## src/rtl/mbcd_ram.sv

```systemverilog
// ----------------------------------------------------------------------------
// Generic RAM
// One write port and one read port, read data registered on read enable.
// ----------------------------------------------------------------------------
module mbcd_ram #(
	parameter int WIDTH = 8,
	parameter int DEPTH = 256
) (
	input  logic                     clk,
	input  logic                     we,
	input  logic [$clog2(DEPTH)-1:0] waddr,
	input  logic [WIDTH-1:0]         wdata,
	input  logic                     re,
	input  logic [$clog2(DEPTH)-1:0] raddr,
	output logic [WIDTH-1:0]         rdata
);

	logic [WIDTH-1:0] mem_q [DEPTH];
	logic [WIDTH-1:0] rdata_q;

	// Write port.
	always_ff @(posedge clk) begin
		if (we) begin
			mem_q[waddr] <= wdata;
		end
	end

	// Registered read port; the data holds until the next read.
	always_ff @(posedge clk) begin
		if (re) begin
			rdata_q <= mem_q[raddr];
		end
	end

	assign rdata = rdata_q;

endmodule

```

## config.mk

```make
export PLATFORM = sky130hd
export DESIGN_NAME = mbcd_ram
export DESIGN_NICKNAME = d
export VERILOG_FILES = /design/src/rtl/mbcd_ram.sv
export SDC_FILE = /design/constraint.sdc
export NUM_CORES = 2
export LEC_CHECK = 0
export BUFFER_PORTS_ARGS = -buffer_cell sky130_fd_sc_hd__buf_2
export CAP_MARGIN = 30
export CORE_MARGIN = 2
export CORE_UTILIZATION = 60
export CTS_BUF_LIST = sky130_fd_sc_hd__clkbuf_4
export DETAILED_ROUTE_END_ITERATION = 6
export PLACE_DENSITY_LB_ADDON = 0.1
export RECOVER_POWER = 100
export SETUP_SLACK_MARGIN = 0.3
export SLEW_MARGIN = 20
export SYNTH_ARGS = -nofsm -noshare
export SYNTH_HDL_FRONTEND = slang
export SYNTH_SLANG_ARGS = --single-unit
```

## constraint.sdc

```tcl
create_clock -name clk -period 3.6 [get_ports clk]
set_clock_uncertainty 0.05 [all_clocks]
set_input_delay 0.18 -clock clk [delete_from_list [all_inputs] [get_ports clk]]
set_output_delay 0.18 -clock clk [all_outputs]
set_load 0.02 [all_outputs]
```

==> results.cfg <==
[outcome]
status = finished, violations left
violations = capacitance limit, slew limit

[global_routing]
grt_use_total_pct = 30.14
grt_start_max_net_pins = 145
grt_remaining_overflow = 0
first_global_vias = 43540
antenna_found_initial = 16
grt_pass1_wl_microns = 292600

[finish]
multi_input_area_sq_um = 16480
area_growth_syn_to_layout_pct = 12.39
stdcell_area_sq_um = 89500
mostFrequentLayoutCell = edfxtp_1
ff_latch_area_sq_um = 61740
layout.nets = 4463
num-fill-cells = 8403
layout-drive-gt1-share_pct = 30.48
final_cell_mix = edfxtp_1, clkbuf_4, mux4_2

[floorplanning]
die_w_microns = 368.3
core_sq_um = 131600
die_area_sq_um = 135700
die-height_microns = 368.3
start_util_pct = 60.50
num_rows = 133
ioPinCount = 35

[timing]
setup_viol = 0
relSlewSlack_pct = -91.36
rsz0062_at_grt = false
period_needed_ns = 3.345
finalHoldViolCount = 0
fmax_mhz = 299.0
worst_slew_pin_slew_ns = 2.870
hold_ws_ns = 0.1312
fin_ws_ns = 0.2551
fin_crit_sh_pct = 92.91
drv_slew = 1246

[cts]
clock-sinks = 2056
clk_latency_ns = 1.34
numCtsBuffers = 536
postCtsSetupRepairBufs = 0
cts_buffer_depth = 4
cts_tree = yes
root_buffer = clkbuf_4
htreeDepth = 6
clkSlewWorstSetupHoldPaths_ns = 0.07

[yosys]
synth-seq-cells = 2056
synth_edf_count = 2056
synth_warnings = 0
yosysSeqAreaShare_pct = 77.53
synthFlopType = edfxtp_1
syn_inst = 3733
synth_cell_types = 54
syn_nets = 3760
netlist_area_sq_um = 79640
ys_async_sr_fraction_pct = 0
avgSynthCellArea_sq_um = 21.33

[power_and_ir_drop]
pwr-share-clk_pct = 39.5
seq_power_share_pct = 55.2
peakVddDrop_mv = 0.4070
p_leak_uw = 0.02850
p_comb_share_pct = 5.3
p_sw_share_pct = 22.14
power.total_uw = 47910
power_density_nw_per_um2 = 535.3
power_switching_uw = 10600
p_int_uw = 37300

[detailed_routing]
wire_per_inst_microns = 30.88
drc_errors = 0
vias = 42380
firstDrtPassIters = 6
drtAntennaViolNets = 0
routed_wl_microns = 201700
drt-vias-per-instance = 6.489
first_iter_violations = 5755

[min_path]
worst_hold_path_type = primary input to register
whs_path_depth = 6

[critical_path]
rr_worst_depth = 6
cp_max_fo = 109
start_kind = primary input
cp.arrival_ns = 4.01
crit_type = primary input to register
crit_path_end_kind = register
worst-endpoint-required_ns = 4.27

[run]
maxCapViolCount = 29

[placed_design]
place_ws_ns = 0.06809
gp_congestion = 0.9131
port_buffers = 34
hpwlAfterDp_microns = 124900
dpl_cell_area_sq_um = 83510
-- cell usage after synthesis (8+ instances only) --
master,count,share of area [%]
buf_8,13,0.25
buf_1,22,0.10
nand3_1,34,0.21
buf_6,21,0.30
edfxtp_1,2056,78
buf_12,8,0.20
nor3_1,22,0.14
mux2i_1,134,1.7
buf_4,27,0.25
a22o_1,8,0.088
buf_2,31,0.19
o21ai_0,10,0.063
o221ai_1,46,0.51
o22ai_1,28,0.22
clkbuf_1,111,0.52
nand2b_1,8,0.063
nor2_1,282,1.3
nor4_1,24,0.19
a221oi_1,13,0.14
nand2_1,33,0.16
o211ai_1,10,0.094
a211oi_1,16,0.15
a21oi_1,96,0.60
nor2b_1,31,0.24
mux4_2,454,13
nand4_1,10,0.079
a22oi_1,133,1.3
-- per-stage QoR --
step           setup TNS (ns)  utilization [%]  std cells
2_1_floorplan               0                -       3733
5_1_grt                     0            67.98       6525
6_report                    0            68.00       6531
4_1_cts                     0            68.50       6513
3_5_place_dp                0            63.44       5608
3_3_place_gp          -0.6365            63.42       5606
-- cell families after synthesis --
kind of cell / count (synthesis) / share of synthesized area [%]
buffers and inverters: 235 / 1.829
multiplexers: 591 / 14.60
AO/OA/AOI/OAI: 385 / 3.416
AND/OR/NAND/NOR: 466 / 2.625
flip-flops: 2056 / 77.53
-- state kept, by name, summed over array words and instances (netlist names) --
signal	cells
mem_q	2048
rdata	8
-- final timing paths --
| check | start | endpoint | slack [ns] |
|---|---|---|---|
| max | wdata[6] | mem_q[200][6] | 0.26 |
| min | raddr[1] | rdata[5] | 0.13 |
| max reg2reg | mem_q[129][1] | rdata[1] | 0.37 |
| min reg2reg | mem_q[98][7] | rdata[7] | 1.15 |
-- power groups by stage --
stage	Clock, uW	Sequential [uW]	Combinational (uW)
2_1_floorplan	0	26900	1280
3_3_place_gp	0	26900	2440
3_5_place_dp	0	26900	2500
4_1_cts	19300	26400	2550
5_1_grt	20500	26400	2630
6_report	18900	26500	2520
-- metal layers --
layer / track usage (%) / vias to the layer above / share of wire (%)
li1: - / 17450 / -
met1: 41.47 / 21950 / 38
met2: 47.27 / 2534 / 49
met3: 7.278 / 433 / 10
met4: 12.04 / 8 / 3.6
met5: 0 / - / 0.027
-- critical path: stages --
cell	delay, ns
dlygate4sd3_1	0.53
dlygate4sd3_1	0.55
clkbuf_1	0.84
clkbuf_2	1.86
-- timing repair --
item / 4_1_cts / 5_1_grt
hold endpoints to repair: 3911 / 51
endpoints found under the setup margin: 0 / 1
resized for setup: 0 / 1
hold buffers: 40 / 2
-- final cells by class --
cell class	count	area share (%)
Clock buffer	745	6.249
Antenna cell	13	0.03635
Inverter	2	0.008388
Clock inverter	120	0.7255
Sequential cell	2056	68.98
Tap cell	1755	2.453
Timing Repair Buffer	398	3.138
Multi-Input combinational cell	1442	18.41
No activity file was read; power rests on OpenSTA's default activity.
