### config.mk
export PLATFORM = sky130hd
export DESIGN_NAME = mbcd_result
export DESIGN_NICKNAME = d
export VERILOG_FILES = /design/src/rtl/mbcd_pkg.sv /design/src/rtl/mbcd_result.sv
export SDC_FILE = /design/constraint.sdc
export NUM_CORES = 1
export LEC_CHECK = 0
export BUFFER_PORTS_ARGS = -buffer_cell sky130_fd_sc_hd__buf_4
export CAP_MARGIN = 40
export CORE_AREA = 10 10 47 49
export DETAILED_ROUTE_END_ITERATION = 6
export DIE_AREA = 0 0 57 59
export GPL_TIMING_DRIVEN = 0
export PLACE_DENSITY_LB_ADDON = 0.08
export SLEW_MARGIN = 20
export SYNTH_ARGS = -nofsm -noshare
export SYNTH_HDL_FRONTEND = slang
export SYNTH_SLANG_ARGS = --single-unit
### constraint.sdc
create_clock -name clk -period 0.85 [get_ports clk]
set_input_delay 0 -clock clk [delete_from_list [all_inputs] [get_ports clk]]
set_output_delay 0 -clock clk [all_outputs]
set_load 0.05 [all_outputs]
### src/rtl/mbcd_pkg.sv
// ----------------------------------------------------------------------------
// Motion bitmap change detector package
// Shared item types, picture size codes and per-size packet tables.
// ----------------------------------------------------------------------------
package mbcd_pkg;

	// Default geometry of the stores.
	localparam int MAX_BITMAP_BYTES_DEF = 256;
	localparam int NUM_CHANNELS_DEF     = 4;
	localparam int SIZE_COUNT           = 4;

	// Picture size codes.
	localparam logic [1:0] SIZE_D1   = 2'd0;
	localparam logic [1:0] SIZE_HD1  = 2'd1;
	localparam logic [1:0] SIZE_CIF  = 2'd2;
	localparam logic [1:0] SIZE_QCIF = 2'd3;

	// Item mode.
	typedef enum logic [0:0] {
		MODE_MASK   = 1'b0,
		MODE_MOTION = 1'b1
	} mode_t;

	// Input item.
	typedef struct packed {
		mode_t      mode;
		logic [1:0] channel;
		logic [1:0] size_code;
		logic [7:0] byte_index;
		logic [7:0] data_byte;
	} mbcd_in_t;

	// Result item.
	typedef struct packed {
		logic [1:0] out_channel;
		logic       motion_found;
	} mbcd_out_t;

	// Control of a motion byte in the evaluation stage.
	typedef struct packed {
		logic       last;
		logic [7:0] keep;
	} mbcd_ctl_t;

	// Packet length in bytes for each picture size.
	function automatic logic [7:0] pkt_len(input logic [1:0] size);
		logic [7:0] len;
		unique case (size)
			SIZE_D1:   len = 8'd203;
			SIZE_HD1:  len = 8'd102;
			SIZE_CIF:  len = 8'd50;
			SIZE_QCIF: len = 8'd13;
			default:   len = 8'd13;
		endcase
		return len;
	endfunction

	// Bits of the last byte that carry macroblocks; the unused low bits are zero.
	function automatic logic [7:0] last_keep(input logic [1:0] size);
		logic [2:0] spare;
		unique case (size)
			SIZE_D1:   spare = 3'd4;
			SIZE_HD1:  spare = 3'd6;
			SIZE_CIF:  spare = 3'd4;
			SIZE_QCIF: spare = 3'd5;
			default:   spare = 3'd5;
		endcase
		return 8'hFF << spare;
	endfunction

endpackage

### src/rtl/mbcd_result.sv
// ----------------------------------------------------------------------------
// Change evaluation and result register
// Compares a motion byte with its previous byte, gathers motion and holds
// the result item for the receiver.
// ----------------------------------------------------------------------------
module mbcd_result (
	input  logic                  clk,
	input  logic                  arst_n,
	input  logic                  fire,
	input  mbcd_pkg::mbcd_ctl_t   ctl,
	input  logic [1:0]            chan,
	input  logic [7:0]            data,
	input  logic [7:0]            prev,
	input  logic [7:0]            mask,
	output logic                  changed,
	output logic                  result_valid,
	input  logic                  result_stall,
	output mbcd_pkg::mbcd_out_t   result
);

	import mbcd_pkg::*;

	logic      hit;
	logic      emit;
	logic      acc_q;
	logic      result_valid_q;
	mbcd_out_t result_q;

	// Only the kept bits take part in the compare and the mask test.
	assign changed = (((prev ^ data) & ctl.keep) != 8'd0);
	assign hit     = changed && ((mask & data & ctl.keep) != 8'd0);
	assign emit    = fire && ctl.last;

	// Motion gathered since the previous result.
	always_ff @(posedge clk or negedge arst_n) begin
		if (!arst_n) begin
			acc_q <= 1'b0;
		end else if (emit) begin
			acc_q <= 1'b0;
		end else if (fire && hit) begin
			acc_q <= 1'b1;
		end
	end

	// Result register; the stage upstream holds a last byte while it is full and stalled.
	always_ff @(posedge clk or negedge arst_n) begin
		if (!arst_n) begin
			result_valid_q <= 1'b0;
		end else if (emit) begin
			result_valid_q <= 1'b1;
		end else if (!result_stall) begin
			result_valid_q <= 1'b0;
		end
	end

	always_ff @(posedge clk) begin
		if (emit) begin
			result_q.out_channel  <= chan;
			result_q.motion_found <= acc_q || hit;
		end
	end

	assign result_valid = result_valid_q;
	assign result       = result_q;

endmodule

==> results.tsv <==
stage	metric	value	unit
layout	layout cells sized above 1	59.1	%
floorplanning	die area	3360	µm²
synth	number of synthesized flops with an enable pin	3	
setup_path	Worst EP required	0.85	ns
placement	global placer's final weighted congestion	0.686	
clock_network	Num CTS Buffers	3	
floorplanning	Die W	57	µm
layout	Core Util, Final	57.6	%
flow_run	Max Cap Viol	0	
routing	top sig layer	met4	
layout	Nets	128	
setup_path	crit start category	input port	
clock_network	worst skew pair latency	0.25	ns
placement	post-DP HPWL	1.36	mm
sta	fin crit share	107	%
layout	synthesis-to-layout area growth	126	%
routing	WL/cell	14.8	µm
synth	adder-cell area share of the yosys netlist	0	%
clock_network	H-tree levels	1	
synth	largest family of logic cells by synthesized area	compound AO/OA/AOI/OAI gates	
clock_network	CTS tree	built	
routing	met3 wire len	178	µm
floorplanning	IO Pins	44	
routing	Post-route DRC	0	
setup_path	r2r setup slk	0.07	ns
setup_path	Crit Path Class	input port to register	
power_and_ir_drop	P_leak	0.416	nW
status	status	finished, violations left	
synth	complex-gate fraction of the synthesized area	21.0	%
routing	vias per cell	4.64	
worst_hold_path	min-delay worst type	input port to register	
global_route	initial antenna violation count	0	
global_route	Overflow after GRT	0	
floorplanning	Die Y	59	µm
placement	placed insts	95	
clock_network	clock sinks	5	
clock_network	clock root buffer	clkbuf_4	
floorplanning	core box area	1400	µm²
synth	simple-gate share of the synthesized area	18.2	%
global_route	maximum number of pins on one net before global-route repair	5	
global_route	first-pass GRT wire length	2.42	mm
sta	crit path time final	0.906	ns
synth	Synth cell types	13	
synth	average size of a mapped cell	9.94	µm²
sta	worst slew pin tran	0.217	ns
clock_network	Clock Pin Slew Worst Setup and Hold Paths	0.05	ns
synth	Yosys top cell area share	25.2	%
synth	Post-synth ARST share	40.0	%
layout	ANT cells	0	
synth	mux share of post-synthesis cell area	0	%
sta	Final Max Tran Viols	0	
synth	dominant cell type by area after synthesis	edfxtp_1	
synth	Yosys reg bits	5	
status	failing checks	setup timing	
synth	count leader, synth	xor2_1	
global_route	GR Util All Layers	9.16	%
routing	vias post-DR	483	
sta	worst relative slew slack	85.5	%
synth	Post-Synth XOR/XNOR Area	19.6	%
synth	post-synthesis sequential area ratio	39.2	%
sta	clock skew	0.00263	ns
placement	pre-CTS setup slack	-0.222	ns
routing	metal1 wirelength	493	µm
floorplanning	initial core utilization	25.5	%
global_route	number of global-route vias before repair	563	
power_and_ir_drop	maximum vdd drop	670	µV
routing	DRT Wirelength	1.54	mm
power_and_ir_drop	PwrDens	1220	nW/µm²
routing	violation count after the first detailed-route iteration	2	
sta	final hold vios	0	
routing	DR WL met2	825	µm
floorplanning	Rows	14	
synth	Yosys Warn Count	0	
synth	Primary FF master, synth	edfxtp_1	
setup_path	critical path peak fanout	2	
placement	Cell Area, Placed	701	µm²
sta	FMAX	1.10	GHz
sta	RSZ-0062 raised after global routing	true	
setup_path	crit path capture type	register	
layout	Final Non-Filler Cells	104	
synth	Syn Nets	75	
synth	Post-Synthesis Cells	36	
routing	DRT antenna net count	0	
routing	1st-pass router iterations	4	
setup_path	CP Data Arrival Time	0.90	ns
sta	Final setup viols	2	
clock_network	CTS Buffer Depth	2	
synth	top cells by count, synth	xor2_1, nand2_1, a22oi_1, a31oi_1	
layout	Final Instance Area	807	µm²
synth	Cell Area, Synth	358	µm²
placement	Port-buffer cells	43	
sta	worst setup margin	-0.0562	ns
synth	synth top area cells	edfxtp_1, xor2_1, dfrtp_1	
[through the flow]
stage / TNS (ns) / hold slack, ns / total power [mW]
after global routing: -0.168 / 0.0160 / 1.05
after detailed placement: -0.460 / -0.213 / 0.650
final: -0.106 / 0.00847 / 0.981
after CTS: -0.119 / 0.00471 / 0.979
after floorplan: 0 / -0.296 / 0.452
after global placement: -0.466 / -0.216 / 0.644
[registers in the layout, indices dropped and copies added, names as in the netlist]
register	count
result_valid	1
acc_q	1
result	3
[worst max-delay path, stage by stage]
cell	delay (ns)
buf_6	0.09
xor2_1	0.15
a22oi_1	0.22
and4_4	0.26
buf_4	0.13
o21bai_1	0.06
[cell usage in the layout (no fill, tap or decap), types with 2 or more instances in the layout]
cell and count:
a22oi_1 4, a31oi_1 4, and3_1 3, buf_4 39
buf_6 4, clkbuf_4 3, dfrtp_1 2, dlygate4sd3_1 4
edfxtp_1 3, nand2_1 5, xor2_1 8
[report_power, final]
| group | leakage (nW) | internal (mW) | switching (mW) |
|---|---|---|---|
| registers | 0.0511 | 0.285 | 0.0110 |
| logic | 0.347 | 0.225 | 0.173 |
| clock network | 0.0177 | 0.171 | 0.116 |
| total | 0.416 | 0.681 | 0.300 |
[metal layers]
metal,vias to the layer above,track usage [%]
li1,242,-
met1,210,7.43
met2,27,16.6
met3,4,5.15
met4,0,6.04
met5,-,0
[worst paths after layout]
| path | cells past startpoint | from | endpoint |
|---|---|---|---|
| max | 6 | data[7] | result[0]$_DFFE_PP_ |
| min | 3 | ctl[8] | result_valid$_DFFE_PN0P_ |
| max reg2reg | 1 | acc_q$_DFFE_PN0P_ | result[0]$_DFFE_PP_ |
| min reg2reg | 2 | result_valid$_DFFE_PN0P_ | result_valid$_DFFE_PN0P_ |
| max in group asynchronous | 2 | arst_n | acc_q$_DFFE_PN0P_ |
| min in group asynchronous | 2 | arst_n | result_valid$_DFFE_PN0P_ |
[cell families after synthesis]
logic type,after synthesis
AND/OR/NAND/NOR,11
AO/OA/AOI/OAI,10
XOR/XNOR,8
flip-flops,5
buffers and inverters,2
[repair_timing]
| action | 4_1_cts | 5_1_grt |
|---|---|---|
| resized for setup | 5 | 3 |
| hold endpoints to repair | 5 | 0 |
| buffers inserted | 1 | 0 |
| setup endpoints to repair | 1 | 5 |
| pin swaps | 3 | 1 |
| hold buffers | 4 | 0 |
[layout make-up]
cell class,instances,area (µm²)
Fill cell,136,594
Clock inverter,1,5.00
Sequential cell,5,140
Tap cell,16,20.0
Timing Repair Buffer,48,393
Multi-Input combinational cell,29,219
Clock buffer,3,22.5
Inverter,2,7.51
No activity file was read; power rests on OpenSTA's default activity.
