--- config.mk ---
export PLATFORM = sky130hd
export DESIGN_NAME = mbcd_clear
export DESIGN_NICKNAME = d
export VERILOG_FILES = /design/src/rtl/mbcd_clear.sv
export SDC_FILE = /design/constraint.sdc
export NUM_CORES = 1
export LEC_CHECK = 0
export BUFFER_PORTS_ARGS = -buffer_cell sky130_fd_sc_hd__clkbuf_2
export CAP_MARGIN = 10
export CORE_MARGIN = 3
export CORE_UTILIZATION = 45
export DETAILED_ROUTE_END_ITERATION = 10
export PLACE_DENSITY_LB_ADDON = 0.3
export SLEW_MARGIN = 20
export SYNTH_ARGS = -nofsm -noshare
export SYNTH_HDL_FRONTEND = slang
export SYNTH_SLANG_ARGS = --single-unit
export TNS_END_PERCENT = 10
--- constraint.sdc ---
create_clock -name clk -period 2.1 [get_ports clk]
set_input_delay 0.21 -clock clk [delete_from_list [all_inputs] [get_ports clk]]
set_output_delay 0.21 -clock clk [all_outputs]
set_load 0.01 [all_outputs]
--- src/rtl/mbcd_clear.sv ---
// ----------------------------------------------------------------------------
// Store clearing sequencer
// Sweeps every address once after reset so the stores read as zero.
// ----------------------------------------------------------------------------
module mbcd_clear #(
	parameter int DEPTH = 4096
) (
	input  logic                     clk,
	input  logic                     arst_n,
	output logic                     busy,
	output logic [$clog2(DEPTH)-1:0] addr
);

	localparam int AW = $clog2(DEPTH);

	logic          busy_q;
	logic [AW-1:0] cnt_q;

	// One address per cycle until the last one has been written.
	always_ff @(posedge clk or negedge arst_n) begin
		if (!arst_n) begin
			busy_q <= 1'b1;
			cnt_q  <= '0;
		end else if (busy_q) begin
			if (cnt_q == AW'(DEPTH - 1)) begin
				busy_q <= 1'b0;
			end else begin
				cnt_q <= cnt_q + AW'(1);
			end
		end
	end

	assign busy = busy_q;
	assign addr = cnt_q;

endmodule

==> results of run 1 <==
-- layout by cell type, fill, tap and decap left out, drive strengths merged --
master        n
a21boi        1
a21oi         2
a311oi        1
a31oi         2
a41oi         2
and3          1
and4          3
clkbuf       18
dfrtp        12
dfstp         1
dlygate4sd3   1
ha            1
inv           2
mux2          6
mux2i         1
nand2         5
nand2b        1
nand3         3
nand4         5
nor2          1
nor3          2
nor4          1
o211ai        1
o21a          1
o21ai         2
o21bai        1
o31ai         1
xnor2         1
-- worst max path at each step --
stage          startpoint  endpoint  slack [ns]  cells past startpoint
2_1_floorplan     addr[0]  addr[10]        0.54                      5
3_3_place_gp      addr[0]  addr[10]        0.48                      4
3_5_place_dp      addr[0]   addr[1]        0.45                      4
4_1_cts           addr[0]   addr[1]        0.44                      4
5_1_grt           addr[0]   addr[1]        0.32                      4
6_report             busy   addr[9]        0.45                      3
-- power groups by stage --
stage / logic, mW / clock network, mW / registers (mW)
after floorplan: 0.000000134 / 0 / 0.255
after global placement: 0.00582 / 0 / 0.255
after detailed placement: 0.00565 / 0 / 0.255
after CTS: 0.00711 / 0.152 / 0.250
after global routing: 0.00763 / 0.161 / 0.250
final: 0.00661 / 0.147 / 0.250
-- through the flow --
step / instance area [sq um] / setup slack, ns / utilization / instances
global route: 808 / 0.322 / 0.585 / 94
floorplan: 696 / 0.543 / - / 62
detailed placement: 772 / 0.452 / 0.558 / 89
CTS: 808 / 0.437 / 0.585 / 94
global placement: 772 / 0.480 / 0.558 / 89
finish: 808 / 0.452 / 0.585 / 94
-- cell families after synthesis --
family	after synthesis
AO/OA/AOI/OAI	14
XOR/XNOR	1
adder cells (fa/ha/maj)	1
buffers and inverters	4
flip-flops	13
multiplexers	7
AND/OR/NAND/NOR	22
-- what timing repair did --
item	4_1_cts	5_1_grt
endpoints found under the setup margin	0	0
buffers inserted	0	0
hold buffers	1	0
endpoints found under the hold margin	12	0
-- flip-flops by register name (all words and copies together), names as in the netlist --
name,count
addr,12
busy,1
-- routing by layer --
layer / wire [um] / up-vias
li1: - / 276
met1: 629 / 259
met2: 666 / 17
met3: 93 / 2
met4: 10 / 0
met5: 0 / -
-- cell type report --
class	instances	area, sq um	area share
tap	15	18.8	0.0232
sequential	13	327	0.404
multi-input combinational	45	349	0.432
inverter	2	7.51	0.00929
clock buffer	4	26.3	0.0325
timing repair buffer	15	80.1	0.0991
-- Yosys cell counts --
master	n	area share
sky130_fd_sc_hd__nand2b_1	1	0.0090
sky130_fd_sc_hd__buf_2	1	0.0072
sky130_fd_sc_hd__o21a_1	1	0.011
sky130_fd_sc_hd__a41oi_1	2	0.025
sky130_fd_sc_hd__ha_1	1	0.018
sky130_fd_sc_hd__mux2i_1	1	0.014
sky130_fd_sc_hd__o21ai_0	2	0.014
sky130_fd_sc_hd__mux2_1	4	0.065
sky130_fd_sc_hd__o31ai_4	1	0.031
sky130_fd_sc_hd__dfstp_2	1	0.038
sky130_fd_sc_hd__nand4_1	4	0.036
sky130_fd_sc_hd__buf_4	1	0.011
sky130_fd_sc_hd__xnor2_1	1	0.013
sky130_fd_sc_hd__a311oi_1	1	0.013
sky130_fd_sc_hd__nor3_1	2	0.014
sky130_fd_sc_hd__and4_1	3	0.038
sky130_fd_sc_hd__nor2_1	1	0.0054
sky130_fd_sc_hd__mux2_2	1	0.016
sky130_fd_sc_hd__nand4_2	1	0.018
sky130_fd_sc_hd__a21oi_1	2	0.014
sky130_fd_sc_hd__mux2_4	1	0.022
sky130_fd_sc_hd__dfrtp_1	12	0.43
sky130_fd_sc_hd__o21bai_1	1	0.011
sky130_fd_sc_hd__nand3_1	3	0.022
sky130_fd_sc_hd__a31oi_1	2	0.018
sky130_fd_sc_hd__and3_1	1	0.0090
sky130_fd_sc_hd__nor4_2	1	0.018
sky130_fd_sc_hd__o211ai_1	1	0.011
sky130_fd_sc_hd__nand2_1	5	0.027
sky130_fd_sc_hd__inv_1	2	0.011
sky130_fd_sc_hd__a21boi_0	1	0.011
==> metrics.md, run 1 <==
| Metric | Value |
|---|---|
| Startpoint-to-endpoint class of the critical path | reg -> reg |
| Via count of the first global-routing pass | 491 |
| Routed Wire Length | around 1.4 mm |
| Total GRT Usage | 0.158 |
| Sw power | 78.6 uW |
| Category of the worst setup path launch point | flip-flop |
| Final setup vio count | 0 |
| Master of the slowest instance on the critical path | sky130_fd_sc_hd__dfstp_2 |
| Relative slew slack | 0.780 |
| Crit path max fanout | 7 |
| Post-layout minimum cycle time | between 1.5 and 2 ns |
| Number of flip-flops and latches in the synthesized netlist | 13 |
| TritonCTS Buffers | 3 |
| Post-synthesis instance total | 62 |
| Reported leakage power | 0.385 nW |
| Seq/Total Area, Yosys | 0.469 |
| Portion of total power attributed to sequential cells | 0.619 |
| Setup total negative slack | 0 ns |
| Beginning of the worst register-to-register path | busy |
| Routed via count divided by cell count | 5.89 |
| Unrepaired setup endpoints after global routing | false |
| Synthesized-area fraction occupied by ao, oa, aoi and oai cells | 0.158 |
| Kind of cell with the highest combined delay on the critical path | flip-flops |
| Max-slew violation count | 0 |
| Cell Rows | 13 |
| Growth of design area from synthesis to finish | 16.2% |
| Power density over the cells | 500 nW/um^2 |
| Post-synthesis simple-gate area fraction | 0.196 |
| Clock latency reported for the late side of the worst-skew pair | 0.27 ns |
| Most Used Layer, Global Route | met2 |
| Detailed Place HPWL | approximately 1.1 mm |
| Number of antenna violations at the first check in global routing | 0 |
| Fraction of final layout cells with drive strength greater than 1 | 0.291 |
| Per-cell routed wire length | about 15 um |
| Power after layout | between 400 and 500 uW |
| CP Data Arrival Time | roughly 1.8 ns |
| Largest family of logic cells by synthesized area | simple AND/OR/NAND/NOR gates |
| CTS tree | yes |
| Post-route DRC violation count | 0 |
| Synth Area in Adders | 0.0180 |
| Clock network power share | 0.365 |
| Number of buffers on the longest clock path | 2 |
| Crit Reg-Reg Endpoint | addr[9] |
| ANT nets after route | 0 |
| Cell chosen for the clock root | sky130_fd_sc_hd__clkbuf_4 |
| Ant. Diodes | 0 |
| Layout fillers | approximately 120 |
| Endpoint type of the worst setup path | flip-flop |
| Layout Nets | 83 |
| Worst vdd rail ir drop | 0.425 mV |
| Wire length of the first global-routing pass | 2.26 mm |
| Worst min-delay path category | in -> async |
| IO Port Bufs | 14 |
| Parity-gate share of the synthesized area counting xor and xnor cells | 0.0126 |
| Fraction of power consumed by combinational cells | 0.016 |
| Count of pins on the block boundary | 15 |
| Synth warn | 0 |
| Met2 usage in global routing | 0.246 |
| M1 GR Usage | 0.197 |
| Cell Int Power | 326 uW |
| Bufs and invs on worst path | 0 |
| Max-capacitance violation count | 0 |
| Peak Freq | 607 MHz |
| Transition time of the tightest slew-check pin | 0.330 ns |
| Final GP Congestion | approximately 0.81 |
| Reg2Reg Depth | 3 |
| Maximum number of pins on one net before global-route repair | 14 |
| Cell area after synthesis | 696 sq um |
| GR Util met3 | 0.0797 |
| Result of the run | finished, final reports clean |
| Remaining global-route overflow | 0 |
| DRT iter0 DRCs | 23 |
| Mean instance size in the synthesized netlist | 11.2 sq um |
| Data required, critical path | about 2.3 ns |
| Clock skew after layout | 0.00331 ns |
| Via count | 554 |
| Final hold violation count | 0 |
| Number of gates given a new drive strength after cts | 0 |
| TritonRoute pass-1 iters | 4 |
| Core area | 1380 sq um |
| Critical path cell sequence | nand4_1 > nor3_1 > mux2_1 |
| Multiplexer area fraction after synthesis | 0.117 |
| Die outline area | between 2000 and 2500 sq um |
| Clock sink count | 13 |
| Die boundary width | 45.3 um |
| Switching share of power | 0.194 |
| Clock slew at reported path FFs | 0.07 ns |
| Critical path's largest stage delay | ~0.60 ns |
| Post-Synthesis Net Count | 65 |
| Period Utilization, post-route | 0.785 |
| Number of distinct library cells after synthesis | 31 |
| Number of H-tree levels | 1 |
| Starting utilization of the core area | 0.503 |
| Slack of the worst reg-to-reg path | 0.45 ns |
| Worst hold-check slack | 0.359 ns |
| Die Ht | between 40 and 50 um |
(Power assumes the default switching activity.)
==> inputs of run 2 (changes only) <==
- clock period: 2.1 -> 1.4 ns (I/O delays scaled with it)
==> metrics.md, run 2 (synthesis gave the netlist of run 1 again) <==
| Metric | Value |
|---|---|
| Routed via count divided by cell count | 5.63 (-4.4%) |
| GR Util met3 | 0.0359 (-0.0438) |
| Category of the worst setup path launch point | flip-flop |
| Max-capacitance violation count | 0 (unchanged) |
| Via count | 614 (+11%) |
| DRT iter0 DRCs | 10 (-57%) |
| Switching share of power | 0.214 (+0.0196) |
| IO Port Bufs | 14 (unchanged) |
| Cell area after placement | 877 sq um (+14%) |
| Ant. Diodes | 0 (unchanged) |
| Worst hold-check slack | 0.273 ns (-0.0853 ns) |
| Detailed Place HPWL | 1.13 mm (+4.8%) |
| Peak Freq | 703 MHz (+16%) |
| Sw power | 133 uW (+69%) |
| Period Utilization, post-route | 1.02 (+0.232) |
| Register area | 329 sq um (+0.77%) |
| Clock network power share | 0.381 (+0.016) |
| Die outline area | 2050 sq um (unchanged) |
| Starting utilization of the core area | 0.503 (unchanged) |
| Final setup vio count | 2 (+2) |
| Routed Wire Length | 1.57 mm (+12%) |
| Final hold violation count | 0 (unchanged) |
| Layout fillers | 105 (-14%) |
| TritonCTS Buffers | 3 (unchanged) |
| Number of antenna violations at the first check in global routing | 0 (unchanged) |
| Setup total negative slack | -0.0231 ns (-0.0231 ns) |
| Count of placed standard cells including taps | 101 (+13%) |
| TritonRoute pass-1 iters | 4 (unchanged) |
| Wire length of the first global-routing pass | 2.62 mm (+16%) |
| Clock slew at reported path FFs | 0.08 ns (about the same) |
| Fraction of power consumed by combinational cells | 0.016 (about the same) |
| Most Used Layer, Global Route | met1 |
| Clock latency reported for the late side of the worst-skew pair | 0.28 ns (about the same) |
| Relative slew slack | 0.789 (+0.00921) |
| CTS tree | yes |
| Final GP Congestion | 0.833 (+3.2%) |
| CP Data Arrival Time | 1.59 ns (-0.22 ns) |
| Worst min-delay path category | in -> async |
| PnR worst setup slack | -0.0230 ns (-0.475 ns) |
| Clock skew after layout | 0.00172 ns (-0.00159 ns) |
| Most frequent standard cell in the layout excluding fill and tap cells | sky130_fd_sc_hd__buf_4 |
| Die boundary width | 45.3 um (unchanged) |
| Post-route DRC violation count | 0 (unchanged) |
| Total area of multi-input combinational cells | 372 sq um (+6.5%) |
| Remaining global-route overflow | 0 (unchanged) |
| Endpoint type of the worst setup path | flip-flop |
| Leading cell types in the layout, fill and taps excluded | sky130_fd_sc_hd__buf_4, sky130_fd_sc_hd__clkbuf_2, sky130_fd_sc_hd__dfrtp_1 |
| Flip-flop count of the largest register after layout | 12 (unchanged) |
| Post-layout utilization of the core | 0.684 (+0.0995) |
| Clock sink count | 13 (unchanged) |
| Total GRT Usage | 0.181 (+0.0224) |
| Reported leakage power | 0.455 nW (+18%) |
| Result of the run | finished with violations |
| Die Ht | 45.3 um (unchanged) |
| Crit path max fanout | 5 (-2) |
| Core area | 1380 sq um (unchanged) |
| Final non-filler cell area | 946 sq um (+17%) |
| Startpoint-to-endpoint class of the critical path | reg -> reg |
| Layout Nets | 98 (+18%) |
| Per-cell routed wire length | 14.4 um (-3.5%) |
| Cell chosen for the clock root | sky130_fd_sc_hd__clkbuf_4 |
| Cell Int Power | 489 uW (+50%) |
| Power density over the cells | 657 nW/um^2 (+31%) |
| Power after layout | 622 uW (+54%) |
| Cell Rows | 13 (unchanged) |
| Count of pins on the block boundary | 15 (unchanged) |
| Met2 usage in global routing | 0.254 (+0.00847) |
| Portion of total power attributed to sequential cells | 0.603 (-0.016) |
| Fraction of final layout cells with drive strength greater than 1 | 0.457 (+0.166) |
| Slack of the worst reg-to-reg path | -0.02 ns (-0.48 ns) |
| Worst vdd rail ir drop | 0.445 mV (+4.5%) |
| Crit path from | addr[1] |
| Violations in the final reports | negative setup slack |
| Post-layout minimum cycle time | 1.42 ns (-0.225 ns) |
| ANT nets after route | 0 (unchanged) |
| Unrepaired setup endpoints after global routing | true |
| Worst slack after detailed placement | -0.0730 ns (-0.525 ns) |
| Number of H-tree levels | 1 (unchanged) |
| M1 GR Usage | 0.262 (+0.0653) |
| Transition time of the tightest slew-check pin | 0.316 ns (-0.0138 ns) |
| Via count of the first global-routing pass | 578 (+18%) |
| Beginning of the worst register-to-register path | addr[1] |
| Maximum number of pins on one net before global-route repair | 14 (unchanged) |
| Max-slew violation count | 0 (unchanged) |
| Number of buffers on the longest clock path | 2 (unchanged) |
| Data required, critical path | 1.57 ns (-0.69 ns) |
| Final Instance Count excl. Fillers | 109 (+16%) |
| Growth of design area from synthesis to finish | 36.0% |
## run 2: changes by cell type in the layout (fill, tap and decap cells not counted), sizes merged
cell	before	now
buf	0	15
## run 2: routing by layer
metal  up-vias  share of wire
met5         -              0
met2        12           0.43
met4         0          0.017
met3         4          0.036
li1        305              -
met1       293           0.51
## run 2: area by class of cell
cell class,count,share of cell area
well taps,15,0.0198
flip-flops and latches,13,0.348
clock buffers,4,0.0278
repair buffers,30,0.204
multi-input cells,45,0.393
inverters,2,0.00794
## run 2: power by group through the flow
stage	registers [mW]	clock network (mW)	logic, mW
6_report	0.375	0.237	0.00989
5_1_grt	0.375	0.263	0.0111
4_1_cts	0.375	0.236	0.0106
3_5_place_dp	0.383	0	0.00847
3_3_place_gp	0.383	0	0.00857
2_1_floorplan	0.383	0	0.000000131
## run 2: worst paths after layout
kind,endpoint,cells past startpoint
max in group asynchronous,busy,2
worst max-delay path,addr[1],4
worst min register to register,addr[11],1
min in group clk,addr[11],1
worst max register to register,addr[1],4
worst min-delay path,addr[6],2
## run 2: repair_timing
action,CTS,global route
hold buffers,1,0
setup endpoints to repair,4,8
resized for setup,1,2
setup buffers,3,0
pin swaps,0,0
endpoints found under the hold margin,12,0
## run 2: worst max-delay path, cell delays in order (launching register included)
cell	delay, ns
sky130_fd_sc_hd__dfrtp_2	0.42
sky130_fd_sc_hd__ha_4	0.17
sky130_fd_sc_hd__nand4_1	0.15
sky130_fd_sc_hd__o31ai_4	0.23
sky130_fd_sc_hd__mux2_1	0.34
